File: src/design/packed_vector_fold_macros.svh
// Assertion macros shared by the packed vector fold design files.
`ifndef PACKED_VECTOR_FOLD_MACROS_SVH
`define PACKED_VECTOR_FOLD_MACROS_SVH
`ifndef NO_ASSERTIONS
// Antecedent implies consequent in the same cycle.
`define PVF_ASSERT_NOW(label, clk, rst, ante, cons, msg) \
  label: assert property (@(posedge clk) disable iff (rst) (ante) |-> (cons)) \
    else $error(msg);
// Antecedent implies consequent in the following cycle.
`define PVF_ASSERT_NEXT(label, clk, rst, ante, cons, msg) \
  label: assert property (@(posedge clk) disable iff (rst) (ante) |=> (cons)) \
    else $error(msg);
`else
`define PVF_ASSERT_NOW(label, clk, rst, ante, cons, msg)
`define PVF_ASSERT_NEXT(label, clk, rst, ante, cons, msg)
`endif
`endif

File: src/design/pvf_pkg.sv
// Shared constants, types and helpers of the packed vector fold.
package pvf_pkg;

  localparam int WORD_W   = 64;
  localparam int LEN_W    = 27;
  localparam int EBITS_W  = 7;
  localparam int NIB_W    = 5;   // nibble counts 0..16
  localparam int NIB_PER_WORD = WORD_W / 4;
  localparam int OUT_FIELDS_W = 2 * WORD_W + LEN_W + EBITS_W + 1;
  localparam int OUT_TDATA_W  = ((OUT_FIELDS_W + 7) / 8) * 8;

  // Header start positions in nibbles.
  localparam logic [NIB_W-1:0] SMALL_HDR_NIB = 5'd2;
  localparam logic [NIB_W-1:0] BIG_HDR_NIB   = 5'd8;
  localparam logic [NIB_W-1:0] WORD_NIB      = 5'd16;

  // Control from the sequencer to the extract unit.
  typedef struct packed {
    logic load;        // take a new word into the shift register
    logic clear_part;  // drop any partial element (new vector)
    logic step;        // extract one piece of an element
  } ext_ctrl_t;

  // Status from the extract unit back to the sequencer.
  typedef struct packed {
    logic complete;    // this step finishes an element
    logic word_end;    // this step uses the last bits of the word
  } ext_stat_t;

  // Control of the max/sum accumulator.
  typedef struct packed {
    logic clear;
    logic add;
  } acc_ctrl_t;

  // Mask of the low n nibbles of a word.
  function automatic logic [WORD_W-1:0] nib_mask(input logic [NIB_W-1:0] n);
    logic [WORD_W-1:0] m;
    m = '0;
    for (int i = 0; i < NIB_PER_WORD; i++) begin
      if (NIB_W'(i) < n) begin
        m[4*i +: 4] = 4'hf;
      end
    end
    return m;
  endfunction

endpackage

File: src/design/pvf_extract.sv
// Shift-based element extractor: one element piece per cycle in which step is asserted.
`include "packed_vector_fold_macros.svh"
module pvf_extract (
  input  logic                            clk,
  input  logic                            rst,
  input  pvf_pkg::ext_ctrl_t              ctrl,
  input  logic [pvf_pkg::WORD_W-1:0]      word,
  input  logic [pvf_pkg::NIB_W-1:0]       start_nib,
  input  logic [pvf_pkg::NIB_W-1:0]       width_nib,
  output pvf_pkg::ext_stat_t              stat,
  output logic [pvf_pkg::WORD_W-1:0]      elem
);

  logic [pvf_pkg::WORD_W-1:0] word_reg;
  logic [pvf_pkg::WORD_W-1:0] partial;
  logic [pvf_pkg::NIB_W-1:0]  pos;
  logic [3:0]                 pbits;

  logic [pvf_pkg::NIB_W-1:0]  need;
  logic [pvf_pkg::NIB_W-1:0]  avail;
  logic [pvf_pkg::NIB_W-1:0]  take;
  logic [pvf_pkg::NIB_W-1:0]  pbits_sum;
  logic [pvf_pkg::NIB_W-1:0]  pos_sum;
  logic [pvf_pkg::WORD_W-1:0] chunk;

  // Size of the next piece: what the element still needs, limited by the word.
  always_comb begin
    need      = width_nib - {1'b0, pbits};
    avail     = pvf_pkg::WORD_NIB - pos;
    take      = (need < avail) ? need : avail;
    pbits_sum = {1'b0, pbits} + take;
    pos_sum   = pos + take;
    chunk     = word_reg & pvf_pkg::nib_mask(take);
    elem      = partial | (chunk << {pbits, 2'b00});
    stat.complete = (pbits_sum == width_nib);
    stat.word_end = (pos_sum == pvf_pkg::WORD_NIB);
  end

  // Word shift register and partial element.
  always_ff @(posedge clk) begin
    if (rst) begin
      pos   <= '0;
      pbits <= '0;
    end else begin
      if (ctrl.load) begin
        word_reg <= word >> {start_nib, 2'b00};
        pos      <= start_nib;
      end else if (ctrl.step) begin
        word_reg <= word_reg >> {take, 2'b00};
        pos      <= pos_sum;
      end
      if (ctrl.clear_part || (ctrl.step && stat.complete)) begin
        partial <= '0;
        pbits   <= '0;
      end else if (ctrl.step) begin
        partial <= elem;
        pbits   <= pbits_sum[3:0];
      end
    end
  end

  `PVF_ASSERT_NOW(a_step_room, clk, rst, ctrl.step, pos < pvf_pkg::WORD_NIB, "step past word end")
  `PVF_ASSERT_NOW(a_step_part, clk, rst, ctrl.step, ({1'b0, pbits} < width_nib), "partial overflow")
  `PVF_ASSERT_NEXT(a_load_pos, clk, rst, ctrl.load, pos < pvf_pkg::WORD_NIB, "bad load position")

endmodule

File: src/design/pvf_accum.sv
// Running maximum and modulo sum of the unpacked elements.
module pvf_accum (
  input  logic                        clk,
  input  pvf_pkg::acc_ctrl_t          ctrl,
  input  logic [pvf_pkg::WORD_W-1:0]  elem,
  output logic [pvf_pkg::WORD_W-1:0]  max_next,
  output logic [pvf_pkg::WORD_W-1:0]  sum_next
);

  logic [pvf_pkg::WORD_W-1:0] run_max;
  logic [pvf_pkg::WORD_W-1:0] run_sum;

  // One compare and one add per element.
  always_comb begin
    max_next = run_max;
    sum_next = run_sum;
    if (ctrl.add) begin
      max_next = (elem > run_max) ? elem : run_max;
      sum_next = run_sum + elem;
    end
  end

  // Cleared at each header so results need no reset value.
  always_ff @(posedge clk) begin
    if (ctrl.clear) begin
      run_max <= '0;
      run_sum <= '0;
    end else begin
      run_max <= max_next;
      run_sum <= sum_next;
    end
  end

endmodule

File: src/design/packed_vector_fold.sv
// Top level of the packed vector fold: sequencer, extract unit, accumulator.
//
// Each 64-bit word is accepted while the block is idle and then worked
// through one element piece per cycle, unless the output stalls, by a shared
// shift-and-mask extract unit feeding a compare/add accumulator; a word
// holds up to 16 element pieces, for 4-bit elements. The header of an empty
// vector holds no piece and posts its result from the run state. An element
// that straddles two words takes one piece from each. The result of a
// vector waits in an output register; the block keeps working on the next
// vector and stalls only when a new result is due while the previous one
// has not yet been taken.
`include "packed_vector_fold_macros.svh"
module packed_vector_fold (
  input  logic                               clk,
  input  logic                               rst,
  input  logic                               s_tvalid,
  output logic                               s_tready,
  input  logic [pvf_pkg::WORD_W-1:0]         s_tdata,   // word[63:0]
  output logic                               m_tvalid,
  input  logic                               m_tready,
  // max_value[63:0], total[127:64], length[154:128], element_bits[161:155],
  // big_format[162], zero fill[167:163]
  output logic [pvf_pkg::OUT_TDATA_W-1:0]    m_tdata
);

  localparam logic ST_IDLE = 1'b0;
  localparam logic ST_RUN  = 1'b1;

  logic                         state;
  logic                         expect_header;
  logic [pvf_pkg::LEN_W-1:0]    remaining;
  logic [pvf_pkg::LEN_W-1:0]    len_seen;
  logic [pvf_pkg::NIB_W-1:0]    width_nib;
  logic                         is_big;

  logic                         accept;
  logic                         out_free;
  logic                         last;
  logic                         emit;
  logic                         step;
  logic                         hdr_big;
  logic [3:0]                   hdr_reso;
  logic [pvf_pkg::LEN_W-1:0]    hdr_len;
  logic [pvf_pkg::NIB_W-1:0]    start_nib;

  pvf_pkg::ext_ctrl_t           ext_ctrl;
  pvf_pkg::ext_stat_t           ext_stat;
  pvf_pkg::acc_ctrl_t           acc_ctrl;
  logic [pvf_pkg::WORD_W-1:0]   elem;
  logic [pvf_pkg::WORD_W-1:0]   max_next;
  logic [pvf_pkg::WORD_W-1:0]   sum_next;

  assign s_tready = (state == ST_IDLE);
  assign accept   = s_tvalid && s_tready;
  assign out_free = !m_tvalid || m_tready;

  // Header decode straight from the incoming word.
  always_comb begin
    hdr_big  = s_tdata[0];
    hdr_reso = hdr_big ? s_tdata[4:1] : {2'b00, s_tdata[2:1]};
    hdr_len  = hdr_big ? s_tdata[31:5] : {22'd0, s_tdata[7:3]};
    if (!expect_header) begin
      start_nib = '0;
    end else if (hdr_big) begin
      start_nib = pvf_pkg::BIG_HDR_NIB;
    end else begin
      start_nib = pvf_pkg::SMALL_HDR_NIB;
    end
  end

  // Sequencer decisions for the current cycle.
  always_comb begin
    last = ext_stat.complete && (remaining == pvf_pkg::LEN_W'(1));
    step = 1'b0;
    emit = 1'b0;
    if (state == ST_RUN) begin
      if (remaining == '0) begin
        emit = out_free;
      end else begin
        step = !last || out_free;
        emit = last && out_free;
      end
    end
    ext_ctrl.load       = accept;
    ext_ctrl.clear_part = accept && expect_header;
    ext_ctrl.step       = step;
    acc_ctrl.clear      = accept && expect_header;
    acc_ctrl.add        = step && ext_stat.complete;
  end

  // Vector state and sequencer.
  always_ff @(posedge clk) begin
    if (rst) begin
      state         <= ST_IDLE;
      expect_header <= 1'b1;
      remaining     <= '0;
      len_seen      <= '0;
      width_nib     <= 5'd1;
      is_big        <= 1'b0;
    end else begin
      case (state)
        ST_IDLE: begin
          if (accept) begin
            state <= ST_RUN;
            if (expect_header) begin
              expect_header <= 1'b0;
              is_big        <= hdr_big;
              len_seen      <= hdr_len;
              remaining     <= hdr_len;
              width_nib     <= {1'b0, hdr_reso} + 5'd1;
            end
          end
        end
        ST_RUN: begin
          if (step && ext_stat.complete) begin
            remaining <= remaining - pvf_pkg::LEN_W'(1);
          end
          if (emit) begin
            expect_header <= 1'b1;
            state         <= ST_IDLE;
          end else if (step && ext_stat.word_end) begin
            state <= ST_IDLE;
          end
        end
        default: begin
          state <= ST_IDLE;
        end
      endcase
    end
  end

  // Result register.
  always_ff @(posedge clk) begin
    if (rst) begin
      m_tvalid <= 1'b0;
    end else if (emit) begin
      m_tvalid <= 1'b1;
    end else if (m_tready) begin
      m_tvalid <= 1'b0;
    end
  end

  always_ff @(posedge clk) begin
    if (emit) begin
      m_tdata <= {(pvf_pkg::OUT_TDATA_W - pvf_pkg::OUT_FIELDS_W)'(0),
                  is_big, {width_nib, 2'b00}, len_seen, sum_next, max_next};
    end
  end

  pvf_extract u_extract (
    .clk       (clk),
    .rst       (rst),
    .ctrl      (ext_ctrl),
    .word      (s_tdata),
    .start_nib (start_nib),
    .width_nib (width_nib),
    .stat      (ext_stat),
    .elem      (elem)
  );

  pvf_accum u_accum (
    .clk      (clk),
    .ctrl     (acc_ctrl),
    .elem     (elem),
    .max_next (max_next),
    .sum_next (sum_next)
  );

  `PVF_ASSERT_NEXT(a_emit_valid, clk, rst, emit, m_tvalid && expect_header, "result not posted")
  `PVF_ASSERT_NOW(a_emit_free, clk, rst, emit, out_free, "result overwritten")
  `PVF_ASSERT_NOW(a_empty_run, clk, rst, state == ST_RUN && remaining == '0, !expect_header, "empty run state")

endmodule
File: config.mk
export PLATFORM = sky130hd
export DESIGN_NAME = packed_vector_fold
export DESIGN_NICKNAME = d
export VERILOG_FILES = /design/src/design/pvf_pkg.sv /design/src/design/pvf_extract.sv /design/src/design/pvf_accum.sv /design/src/design/packed_vector_fold.sv
export VERILOG_INCLUDE_DIRS = /design/src /design/src/design
export SDC_FILE = /design/constraint.sdc
export NUM_CORES = 1
export LEC_CHECK = 0
export ABC_AREA = 1
export BUFFER_PORTS_ARGS = -buffer_cell sky130_fd_sc_hd__buf_2
export CAP_MARGIN = 40
export CORE_MARGIN = 4
export CORE_UTILIZATION = 45
export CTS_CLUSTER_DIAMETER = 150
export DETAILED_ROUTE_END_ITERATION = 8
export PLACE_DENSITY = 0.75
export SKIP_LAST_GASP = 1
export SLEW_MARGIN = 20
export SYNTH_ARGS = -nofsm -noshare
export SYNTH_HDL_FRONTEND = slang
export SYNTH_SLANG_ARGS = --single-unit
File: constraint.sdc
create_clock -name clk -period 17.15 [get_ports clk]
set_input_delay 3.43 -clock clk [delete_from_list [all_inputs] [get_ports clk]]
set_output_delay 3.43 -clock clk [all_outputs]
set_load 0.05 [all_outputs]
Yosys cells after proc, flatten, opt, wreduce, memory -nomap -nowiden
Cells that the tools add are included.
{ "word_totals": {"register_bits": 489, "input_bits": 68, "wordCells": 120} }
{ "op_classes": {"addsub": 7, "order_cmp": 18, "eq_ne": 7, "shifts": 3, "muxes": 46, "bitwise": 4, "n_reduce_logical": 21} }
{ "ops": {"columns": ["operator", "count"], "rows": [
  ["64-bit 2-to-1 mux", 6],
  ["64-bit by 7-bit >> shifter with 64-bit output", 2],
  ["27-bit 2-to-1 mux", 4],
  ["4-bit 2-to-1 mux", 18],
  ["64-bit adder", 1],
  ["64-bit AND", 1],
  ["64-bit greater-than comparator", 1],
  ["64-bit OR", 1],
  ["64-bit by 6-bit left shift with 64-bit output", 1],
  ["27-bit case mux with 2 select lines", 1],
  ["4-bit by 5-bit less-than comparator with 1-bit output, first input constant", 8],
  ["27-bit by 1-bit == test with 1-bit output, second input constant", 1],
  ["27-bit logical NOT", 1],
  ["27-bit by 1-bit subtractor with 27-bit output, second input constant", 1],
  ["3-bit by 5-bit less-than comparator with 1-bit output, first input constant", 4],
  ["5-bit 2-to-1 mux", 4],
  ["1-bit 2-to-1 mux", 11],
  ["1-bit by 5-bit less-than comparator with 1-bit output, first input constant", 2],
  ["2-bit by 5-bit less-than comparator with 1-bit output, first input constant", 2],
  ["2-bit by 1-bit != test with 1-bit output, second input constant", 4],
  ["1-bit logical AND", 6],
  ["2-bit AND reduction", 3],
  ["3-bit AND reduction", 2],
  ["2-bit nonzero test", 3],
  ["other kinds (13)", 18]
]} }

Logic depth before layout (Yosys ltp)
Gate-level depths: netlist (run 1).
{ "logic_depth": {"depth_word": 14, "mapped_depth": 51} }

Modules after synthesis
From an unflattened synthesis (run 1), not the netlist that was laid out.
{ "hier_totals": {"hier_cells": 5282, "area_unflattened_um2": 35510.3} }
{ "by_module_without_submodules": {"columns": ["module", "n_inst", "cells_each", "area_each_um2"], "rows": [
  ["pvf_extract", 1, 2139, 13734.4],
  ["pvf_accum", 1, 2399, 13270.2],
  ["packed_vector_fold", 1, 744, 8505.7]
]} }

Worst setup path before layout (run 1)
Ideal clock, no wire load.
{ "synth_path": {"path_kind": "register -> register", "startpoint": "reg u_extract.pbits[1]", "endpoint": "reg m_tdata[0] (netlist name) (enable)", "t_arrival_ns": 16.529, "slack_ns": -0.299, "stages_incl_launch_ff": 31, "path_buffers": 6, "period_less_slack_ns": 17.449, "path_cell_list": "dfxtp_1 > clkbuf_1 > clkinv_1 > clkbuf_1 > clkbuf_1 > fa_1 > nand2_1 > inv_1 > nor2_1 > ha_1 > nand2_1 > inv_1 > nand2_1 > nand3_1 > a21oi_1 > nand2_4 > nand2_4 > nand2_1 > nand2_2 > buf_4 > buf_2 > buf_1 > ha_1 > inv_1 > fa_1 > o21ai_0 > xor2_1 > xor2_1 > nor4_4 > nand3_1 > a211oi_1"} }
{ "synth_between": {"elab_chain_cells": 9} }
{ "synth_lines": {"columns": ["element", "line_no", "rtl"], "rows": [
  ["start, declared", "pvf_extract.sv:17", "logic [3:0] pbits;"],
  ["start signal, assigned", "pvf_extract.sv:57", "pbits <= pbits_sum[3:0];"],
  ["5-bit by 4-bit subtractor with 5-bit output", "pvf_extract.sv:28", "need = width_nib - {1'b0, pbits};"],
  ["5-bit less-than comparator", "pvf_extract.sv:30", "take = (need < avail) ? need : avail;"],
  ["5-bit 2-to-1 mux", "pvf_extract.sv:30", null],
  ["4-bit by 5-bit adder with 5-bit output (*)", "pvf_extract.sv:31", "pbits_sum = {1'b0, pbits} + take;"],
  ["5-bit == test (*)", "pvf_extract.sv:35", "stat.complete = (pbits_sum == width_nib);"],
  ["1-bit logical AND (*)", "packed_vector_fold.sv:73", "last = ext_stat.complete && (remaining == pvf_pkg::LEN_W'(1));"],
  ["1-bit logical AND (*)", "packed_vector_fold.sv:81", "emit = last && out_free;"],
  ["1-bit 2-to-1 mux (*)", "packed_vector_fold.sv:77", "if (remaining == '0) begin"],
  ["1-bit 2-to-1 mux (*)", "packed_vector_fold.sv:76", "if (state == ST_RUN) begin"],
  ["named net emit", "packed_vector_fold.sv:39", "logic emit;"],
  ["end signal, assigned", "packed_vector_fold.sv:145", "m_tdata <= {(pvf_pkg::OUT_TDATA_W - pvf_pkg::OUT_FIELDS_W)'(0),"],
  ["end, declared", "packed_vector_fold.sv:23", "output logic [pvf_pkg::OUT_TDATA_W-1:0] m_tdata"]
]} }
The timed path passes the listed nets; every way through them passes the cells marked *.
A chain may end at the register's enable or synchronous reset.

Worst setup path after layout (run 1)
{ "layout_path": {"startpoint": "reg u_extract.pbits[2]", "endpoint": "reg m_tdata[4] (netlist name), data pin"} }
{ "layout_lines": {"columns": ["element", "line_no", "rtl"], "rows": [
  ["5-bit by 4-bit subtractor with 5-bit output", "pvf_extract.sv:28", null],
  ["5-bit less-than comparator", "pvf_extract.sv:30", null],
  ["5-bit 2-to-1 mux", "pvf_extract.sv:30", null],
  ["1-bit by 5-bit less-than comparator with 1-bit output (tied with other cells)", "pvf_pkg.sv:41", "if (NIB_W'(i) < n) begin"],
  ["4-bit 2-to-1 mux", "pvf_pkg.sv:41", null],
  ["64-bit AND", "pvf_extract.sv:33", "chunk = word_reg & pvf_pkg::nib_mask(take);"],
  ["64-bit by 6-bit left shift with 64-bit output (*)", "pvf_extract.sv:34", "elem = partial | (chunk << {pbits, 2'b00});"],
  ["64-bit OR (*)", "pvf_extract.sv:34", null],
  ["named net elem (one bit)", "packed_vector_fold.sv:49", "logic [pvf_pkg::WORD_W-1:0] elem;"],
  ["64-bit greater-than comparator (*)", "pvf_accum.sv:18", "max_next = (elem > run_max) ? elem : run_max;"],
  ["64-bit 2-to-1 mux (*)", "pvf_accum.sv:18", null],
  ["64-bit 2-to-1 mux (*)", "pvf_accum.sv:17", "if (ctrl.add) begin"],
  ["named net max_next (one bit)", "packed_vector_fold.sv:50", "logic [pvf_pkg::WORD_W-1:0] max_next;"]
]} }
Marked as above.

==> flow_summary_export.csv, run 1 <==
group,metric,value,unit
routing,wirelength,105000,um
routing,drtPass1Iterations,6,
clock_tree,htree_levels,2,
grt,grt_pass1_wl,159000,um
die,die_y,270,um
setup_path,endpoint_kind,"flop",
yosys,synth_seq_cells,489,
finish,drive_gt1_share,11.6,%
clock_tree,cts_tree,"yes",
grt,grt_busiest_layer,"met2",
timing,slew_headroom,44.3,%
routing,drc,0,
die,die_area,0.0731,mm2
yosys,yosys_warnings,0,
timing,setup_viol,0,
timing,worstMarginPinSlew,0.836,ns
grt,grt_overflow,0,
setup_path,cp-start-kind,"flop",
finish,fill_cells,6514,
timing,clock_skew,0.0260,ns
place,place.gp.congestion,0.964,
setup_path,cp-startpoint,"u_extract.pbits[2]$_SDFFE_PP0P_",
setup_path,cp_max_fo,64,
setup_path,rrSetupSlack,8.28,ns
grt,grt_pass1_vias,26900,
setup_path,critical_path_arrival,9.24,ns
clock_tree,cts_buffers,54,
setup_path,worst_path_largest_cell_delay,0.52,ns
status,status,"finished, final reports clean",
grt,grt_usage,27.4,%
finish,regMostFlops,"m_tdata",
timing,hold_viol,0,
grt,use_met3,4.34,%
die,die_x,270,um
clock_tree,clock_sinks,489,
job,drv_cap,0,
clock_tree,hold_buffers,0,
timing,slew_violations,0,
timing,fmax,0.113,GHz
clock_tree,insertion_delay,0.63,ns
clock_tree,cts_resized,0,
yosys,synth_async_sr_flop_share,0,%
timing,period_minus_slack,8.87,ns
setup_path,r2r_cells,39,
clock_tree,cts_setup_buffers,0,
timing,fin_setup_tns,0,ns
die,rows,95,
yosys,synth_area,0.0310,mm2
routing,avgRoutedWirePerCell,20.6,um
setup_path,crit_end,"m_tdata[4]$_DFFE_PP_",
setup_path,crit_slowest_cell,"buf_4",
die,pin_count,238,
grt,grt_max_degree,135,
routing,ant_nets,0,
grt,antenna_found_initial,3,
setup_path,path_class,"flop to flop",
setup_path,r2r_start,"u_extract.pbits[2]$_SDFFE_PP0P_",
setup_path,crit_path_frequent_cell,"nand2_1",
place,io_buffers,230,
finish,syn_to_final_growth,11.6,%
clock_tree,path_clk_slew,0.06,ns
setup_path,r2r-end,"m_tdata[4]$_DFFE_PP_",
timing,rsz0062_at_grt,"false",
clock_tree,root_buffer,"clkbuf_16",
min_path,min_path_type,"flop to flop",
yosys,synthFlopType,"edfxtp_1",
yosys,synth_edf_count,289,
routing,vias,28900,
setup_path,required,17.52,ns
yosys,ys_seq_area_share,41.0,%
yosys,synth_cell_types,71,
finish,n_antenna_cell,0,
grt,grt_use_met2,44.3,%
die,start_util,45.8,%
finish,fin_nets,4396,
place,hpwl,78700,um
timing,min_period_over_period,51.7,%
yosys,avgSynthCellArea,7.64,um2
clock_tree,clk_path_buf_depth,3,
routing,first_iter_violations,3107,
grt,grtUsageMet1,37.0,%
die,core,0.0676,mm2
routing,via_per_inst,5.67,
finish,largest_reg_flops,161,
yosys,syn_inst,4051,
==> critical path: cells and delay by family, from the launching register on <==
family          cells  cell delay (ns)
simple gates       23             4.00
buf+inv             8             2.03
compound gates      5             1.14
fa+ha+maj           3             1.04
flops               1             0.31
==> routing by layer <==
layer / share of wire [%] / wire (um)
met5: 0.030 / 32
met4: 4.5 / 4720
met3: 9.1 / 9510
met2: 45 / 47100
met1: 42 / 43600
==> cell usage after synthesis, types with 32 or more instances <==
cell type	n	area [um2]
a211oi_1	37	278
a21oi_1	301	1510
a31oi_1	66	413
buf_2	32	160
clkbuf_1	118	443
dfxtp_1	200	4000
edfxtp_1	289	8680
ha_1	144	1800
inv_1	490	1840
nand2_1	976	3660
nand3_1	176	881
nor2_1	291	1090
o211ai_1	35	263
o21ai_0	264	1320
o21ai_1	85	425
or2_2	34	213
xnor2_1	44	385
xor2_1	41	359
==> worst min path at each step <==
stage               depth (start not counted)  slack (ns)                     end                       from
finish                                      0        0.43  m_tdata[139]$_DFFE_PP_  len_seen[11]$_SDFFE_PP0P_
detailed placement                          0        0.41  m_tdata[145]$_DFFE_PP_  len_seen[17]$_SDFFE_PP0P_
global placement                            0        0.41  m_tdata[150]$_DFFE_PP_  len_seen[22]$_SDFFE_PP0P_
floorplan                                   0        0.40  m_tdata[134]$_DFFE_PP_   len_seen[6]$_SDFFE_PP0P_
global route                                0        0.43  m_tdata[148]$_DFFE_PP_  len_seen[20]$_SDFFE_PP0P_
CTS                                         0        0.43  m_tdata[150]$_DFFE_PP_  len_seen[22]$_SDFFE_PP0P_
==> cells in the final DEF (no fill, tap or decap), drive strengths merged, types with 35 or more instances in the layout <==
master | synthesis | final
a21oi | 309 | 309
xor2 | 41 | 41
o211ai | 35 | 35
nand2 | 1003 | 1003
ha | 144 | 144
o21ai | 353 | 353
inv | 504 | 508
nand3 | 182 | 182
buf | 81 | 267
clkbuf | 118 | 82
a31oi | 66 | 66
or2 | 62 | 62
nor2 | 306 | 306
edfxtp | 289 | 289
dfxtp | 200 | 200
xnor2 | 44 | 44
a211oi | 51 | 51
==> layout make-up <==
class	count	area, um2	share of cell area (%)
inverters	512	1930	5.58
repair buffers	267	1520	4.39
multi-input cells	2857	15500	44.8
clock buffers	82	1600	4.62
clock inverters	20	254	0.735
well taps	873	1090	3.16
flip-flops and latches	489	12700	36.7
==> through the flow <==
step / utilization [%] / std cells / cell area, um2 / hold slack, ns / setup slack (ns)
final: 51.1 / 5100 / 34600 / 0.427 / 8.28
after global routing: 51.1 / 5100 / 34600 / 0.435 / 7.67
after CTS: 51.0 / 5098 / 34500 / 0.427 / 8.44
after detailed placement: 48.3 / 4996 / 32700 / 0.412 / 8.50
after global placement: 48.2 / 4992 / 32600 / 0.406 / 8.53
after floorplan: - / 4057 / 31000 / 0.403 / 4.85
==> logic make-up after synthesis <==
family                     count (synthesis)  share of synthesized area (%)
adders and majority gates                147                           6.01
other                                      1                         0.0121
and+or+nand+nor                         1645                           22.6
muxes                                      3                         0.0970
AOI/OAI and AO/OA                        970                           18.6
buffers and inverters                    711                           9.24
DFF                                      489                           41.0
xor gates and xnor gates                  85                           2.40
Power of run 1 is not shown: default switching activity piles up to over one toggle a cycle in this logic, so the estimate is an artifact.
==> run 2, diff against run 1 <==
PLACE_DENSITY = 0.73   (was 0.75)
clock period = 8.2 ns   (was 17.15 ns; I/O delays follow)
==> run 2 against run 1 <==
Design area is 1.1% higher; clock-buffer cell count is 9 lower; non-clock buffer count is 21 higher; first-iteration DRC count is 17% higher; clock skew is 0.0014 ns lower; sequential cell count stayed put; via count is 0.43% higher; cell count is 0.43% higher; sequential share of layout area is 0.39 points lower; die area stayed put; critical path depth is 3 lower; register-to-register slack worse by 7.6 ns; critical endpoint is now m_tdata[50]$_DFFE_PP_; largest cell class unchanged.
==> flow_summary_export.csv, run 2 (synthesized netlist as in run 1, its figures left out) <==
group,metric,value,unit
die,rows,95,
timing,hold_viol,0,
routing,drc,0,
place,io_buffers,230,
setup_path,crit_end,"m_tdata[50]$_DFFE_PP_",
routing,via_per_inst,5.67,
grt,grt_usage,27.4,%
timing,slew_headroom,41.1,%
timing,slew_violations,0,
setup_path,critical_path_arrival,7.92,ns
finish,largest_reg_flops,161,
timing,post-route-worst-setup-slack,0.637,ns
place,hpwl,79200,um
finish,fin_nets,4418,
min_path,hold_start,"len_seen[21]$_SDFFE_PP0P_",
grt,antenna_found_initial,0,
routing,vias,29000,
clock_tree,insertion_delay,0.63,ns
die,core,0.0676,mm2
setup_path,cp-start-kind,"flop",
setup_path,cp-startpoint,"u_extract.pbits[1]$_SDFFE_PP0P_",
place,dp_cells,5014,
place,preCtsSetupSlack,0.803,ns
setup_path,crit_path_frequent_cell,"nand2_1",
clock_tree,clk_path_buf_depth,3,
setup_path,cp_top_family,"simple AND/OR/NAND/NOR gates",
setup_path,path_depth,36,
die,die_x,270,um
clock_tree,cts_tree,"yes",
clock_tree,cts_setup_buffers,0,
clock_tree,htree_levels,2,
die,die_y,270,um
die,start_util,45.8,%
finish,regMostFlops,"m_tdata",
routing,first_iter_violations,3638,
setup_path,worst_path_largest_cell_delay,0.60,ns
timing,worstMarginPinSlew,0.874,ns
clock_tree,hold_buffers,0,
finish,mostFrequentLayoutCell,"nand2_1",
clock_tree,cts_resized,0,
grt,grt_pass1_wl,158000,um
timing,clock_skew,0.0246,ns
timing,setup_viol,0,
finish,final_cell_count_no_fill,5122,
finish,n_antenna_cell,0,
routing,wirelength,105000,um
timing,fin_setup_tns,0,ns
routing,drtPass1Iterations,6,
status,status,"finished, final reports clean",
routing,avgRoutedWirePerCell,20.4,um
job,drv_cap,0,
setup_path,rrSetupSlack,0.64,ns
setup_path,endpoint_kind,"flop",
place,place.gp.congestion,1.02,
die,pin_count,238,
timing,fmax,0.132,GHz
setup_path,cp_max_fo,66,
routing,ant_nets,0,
timing,period_minus_slack,7.56,ns
finish,mostFrequentLayoutCells,"nand2_1, inv_1, a21oi_1",
setup_path,r2r-end,"m_tdata[50]$_DFFE_PP_",
timing,rsz0062_at_grt,"false",
clock_tree,root_buffer,"clkbuf_16",
min_path,min_path_type,"flop to flop",
grt,grt_max_degree,75,
finish,syn_to_final_growth,12.8,%
clock_tree,cts_buffers,55,
clock_tree,path_clk_slew,0.06,ns
setup_path,path_class,"flop to flop",
die,die_area,0.0731,mm2
setup_path,r2r_start,"u_extract.pbits[1]$_SDFFE_PP0P_",
grt,grt_pass1_vias,27100,
setup_path,crit_slowest_cell,"buf_4",
clock_tree,clock_sinks,489,
setup_path,required,8.56,ns
setup_path,r2r_cells,36,
timing,min_period_over_period,92.2,%
finish,drive_gt1_share,12.6,%
setup_path,crit_buf_inv,6,
grt,grt_overflow,0,
## run 2: worst min-delay path by stage
stage	end	slack, ns	cells past startpoint
after floorplan	m_tdata[134]$_DFFE_PP_	0.40	0
after global routing	m_tdata[130]$_DFFE_PP_	0.44	0
after global placement	m_tdata[151]$_DFFE_PP_	0.41	0
final	m_tdata[149]$_DFFE_PP_	0.43	0
after CTS	m_tdata[151]$_DFFE_PP_	0.43	0
after detailed placement	m_tdata[149]$_DFFE_PP_	0.41	0
## run 2: final cells by class
cell class,count,area [um2]
tap,873,1090
timing repair buffer,288,1750
multi-input combinational,2857,15500
inverter,512,1940
fill,6476,32700
clock buffer,73,1620
sequential,489,12700
clock inverter,30,309
## run 2: layer usage
layer / vias up / share of wire (%) / global-route usage, %
li1: 14000 / - / -
met2: 1487 / 44 / 43.9
met4: 0 / 5.1 / 12.0
met5: - / 0 / 0
met3: 253 / 9.0 / 4.07
met1: 13300 / 42 / 37.0
## run 2: stage by stage
stage               area, um2  util, %  hold WS (ns)
floorplan               31100        -         0.403
global placement        32800     48.5         0.408
detailed placement      32900     48.6         0.411
CTS                     34800     51.5         0.428
global route            34900     51.6         0.436
finish                  34900     51.6         0.429
Power of run 2 is left out for the same reason.
